`src/hdl/sps_ram.sv`:
```
// Generic single-write, single-read RAM with registered read data.
module sps_ram #(
  parameter int WIDTH = 8,
  parameter int DEPTH = 16
) (
  input  logic                                      clk,
  input  logic                                      we,
  input  logic [((DEPTH > 1) ? $clog2(DEPTH) : 1)-1:0] waddr,
  input  logic [WIDTH-1:0]                          wdata,
  input  logic                                      re,
  input  logic [((DEPTH > 1) ? $clog2(DEPTH) : 1)-1:0] raddr,
  output logic [WIDTH-1:0]                          rdata
);

  logic [WIDTH-1:0] mem [DEPTH];

  always_ff @(posedge clk) begin
    if (we) begin
      mem[waddr] <= wdata;
    end
    if (re) begin
      rdata <= mem[raddr];
    end
  end

endmodule

```
`config.mk`:
```
export PLATFORM = sky130hd
export DESIGN_NAME = sps_ram
export DESIGN_NICKNAME = d
export VERILOG_FILES = /design/src/hdl/sps_ram.sv
export SDC_FILE = /design/constraint.sdc
export NUM_CORES = 1
export LEC_CHECK = 0
export ABC_CLOCK_PERIOD_IN_PS = 1700
export BUFFER_PORTS_ARGS = -buffer_cell sky130_fd_sc_hd__buf_4
export CAP_MARGIN = 20
export CORE_UTILIZATION = 30
export DETAILED_ROUTE_END_ITERATION = 10
export GPL_ROUTABILITY_DRIVEN = 0
export SLEW_MARGIN = 20
export SYNTH_ARGS = -nofsm -noshare
export SYNTH_HDL_FRONTEND = slang
export SYNTH_SLANG_ARGS = --single-unit
```
`constraint.sdc`:
```
create_clock -name clk -period 1.7 [get_ports clk]
set_input_delay 0.255 -clock clk [delete_from_list [all_inputs] [get_ports clk]]
set_output_delay 0.255 -clock clk [all_outputs]
set_load 0.01 [all_outputs]
```
==> impl_metrics.toml <==
[cells_and_area]
utilization = 0.385
multi_input_area_sq_um = 1060
n_antenna_cell = 0
fillers = 1543
final-seq-area_sq_um = 4080
area_delta_synth_final_pct = 24.0
stdcell_count = 521
drive_above_1_share = 0.329
nets = 307

[flow_run]
drv_cap = 0

[clock_network]
post_cts_resized = 0
cts-buffers-inserted = 17
max-clock-path-buffers = 2
postCtsHoldBufs = 0
clk_latency_ns = 0.41
htreeDepth = 4
numClockSinks = 136
cts_setup_buffers = 0
root_buffer = "clkbuf_16"
cts_tree = "built"
cts.clk_slew.worst_paths_ns = 0.06

[critical_path]
cp-end-kind = "register"
r2r_setup_slack_ns = 0.21
r2r_cells = 3
crit_fanout = 1
cp-start-kind = "register"
rr_endpoint = "rdata[0]"
rr_startpoint = "mem[15][0]"
cp_data_required_time_ns = 1.84
critical_path.slowest_cell = "mux4_2"
crit_chain = "mux4_2, a22oi_1, nand2_1"
arrival_ns = 1.63
path_class = "register to register"
cp_slowest_stage_delay_ns = 0.50

[routing]
vias = 2462
final_antenna_net_count = 0
drc_errors = 0
drt-total-wl_um = 10400
drt_pass1_iterations = 4
drt_iter0_markers = 227
wire_per_inst_um = 20.0
avgViaCountPerCell = 4.73

[placement]
placed_cells = 489
place_ws_ns = -0.0948
port_buffers = 26
hpwl_um = 6720

[timing]
setup_slack_ns = 0.212
maxSlewHeadroom = 0.490
worst_slew_pin_slew_ns = 0.762
worst_hold_slack_ns = 0.157
rsz0062_at_grt = "no"
clock.fmax_mhz = 672
period_share = 0.875
slew_viol_final = 0
hold_violations = 0
layout_min_cycle_time_ns = 1.49
clock_skew_ns = 0.00561
setup_viol = 0

[worst_hold_path]
min_path_type = "primary input to register"
hold_end = "mem[3][6]"
holdPathStages = 1
hp-start = "wdata[6]"

[floorplan]
num_rows = 47
start_util = 0.311
die_x_um = 134
core_sq_um = 16800
dieArea_sq_um = 18000
ios = 27
die_h_um = 134

[yosys]
synthDistinctLibCells = 18
synth.net_count = 248
synth_edf_count = 136
yosysTopAreaCell = "edfxtp_1"
syn_inst = 229
syn_area_per_cell_sq_um = 22.8
synthesis.area_sq_um = 5230
synthArstFlopShare = 0
synth_top_area_frac = 0.781
ys_seq_area_frac = 0.781
yosys_most_used_dff = "edfxtp_1"
yosys_warnings = 0
synth_common_cells = "136 x edfxtp_1, 18 x mux4_2, 16 x a22oi_1"
synth.most_common_cell = "edfxtp_1"
ys_ff_latch = 136
synthTopCellsByArea = "edfxtp_1 78%, mux4_2 7.8%, mux4_1 7.0%"

[outcome]
status = "finished clean"

[power]
power.leakage_nw = 2.18
p_per_area_nw_per_um2 = 1250
p_total_w = 0.00808
ir_worst_vdd_mv = 0.746

[grt]
gr-total-overflow = 0
antenna_found_initial = 0
grt_pass1_wl_um = 15800
grt_pass1_vias = 2578
grt_max_degree = 17
grtUsageTotal = 0.125
[metal layers]
metal	vias up	GRT usage	share of wire
met3	8	0.0412	0.054
met1	1277	0.173	0.46
li1	1102	-	-
met2	75	0.189	0.48
met4	0	0.0322	0.0051
met5	-	0	0
[how the worst max path moves through the flow]
stage | start | end | slack (ns) | cells past startpoint
floorplan | raddr[0] | rdata[1] | 0.16 | 5
global placement | raddr[0] | rdata[7] | -0.09 | 6
detailed placement | raddr[0] | rdata[7] | -0.09 | 6
CTS | mem[15][0] | rdata[0] | 0.18 | 3
global route | mem[11][0] | rdata[0] | 0.16 | 3
finish | mem[15][0] | rdata[0] | 0.21 | 3
[layout make-up]
class,count,area share
multi-input combinational,83,0.164
clock buffer,17,0.0656
sequential,136,0.630
tap,220,0.0425
timing repair buffer,50,0.0656
clock inverter,15,0.0321
[critical path: cells and delay by family, from the launching register on]
family	cells	cell delay, ns
compound gates	1	0.24
flops	1	0.37
mux	1	0.50
simple gates	1	0.11
[cell families after synthesis]
logic type / Yosys count / share of synthesized area
simple gates: 35 / 0.0314
compound gates: 16 / 0.0230
flops: 136 / 0.781
mux: 32 / 0.148
buf+inv: 10 / 0.0165
[sequential cells by signal, indices dropped and copies added, names as in the netlist]
signal  flops
mem       128
rdata       8
[power by group]
group	total, W	leakage [nW]	internal [W]	switching (W)
clock	0.00389	0.301	0.00258	0.00131
sequential	0.00380	1.24	0.00378	0.0000214
combinational	0.000389	0.640	0.000182	0.000207
[cell usage in the layout (no fill, tap or decap), drive strengths merged, types with 2 or more instances in the layout]
master and n:
nor3 4, nand3b 2, a22oi 16, nand2 9, nand2b 2, clkbuf 17
clkinvlp 3, mux4 32, edfxtp 136, nor2 13, bufinv 5, clkinv 7
buf 50
[stage by stage]
| stage | TNS [ns] | cell area (sq um) |
|---|---|---|
| 5_1_grt | 0 | 6480 |
| 3_3_place_gp | -0.223 | 5850 |
| 6_report | 0 | 6480 |
| 3_5_place_dp | -0.218 | 5850 |
| 4_1_cts | 0 | 6480 |
| 2_1_floorplan | 0 | 5230 |
Power figures use the tool's default switching activity.
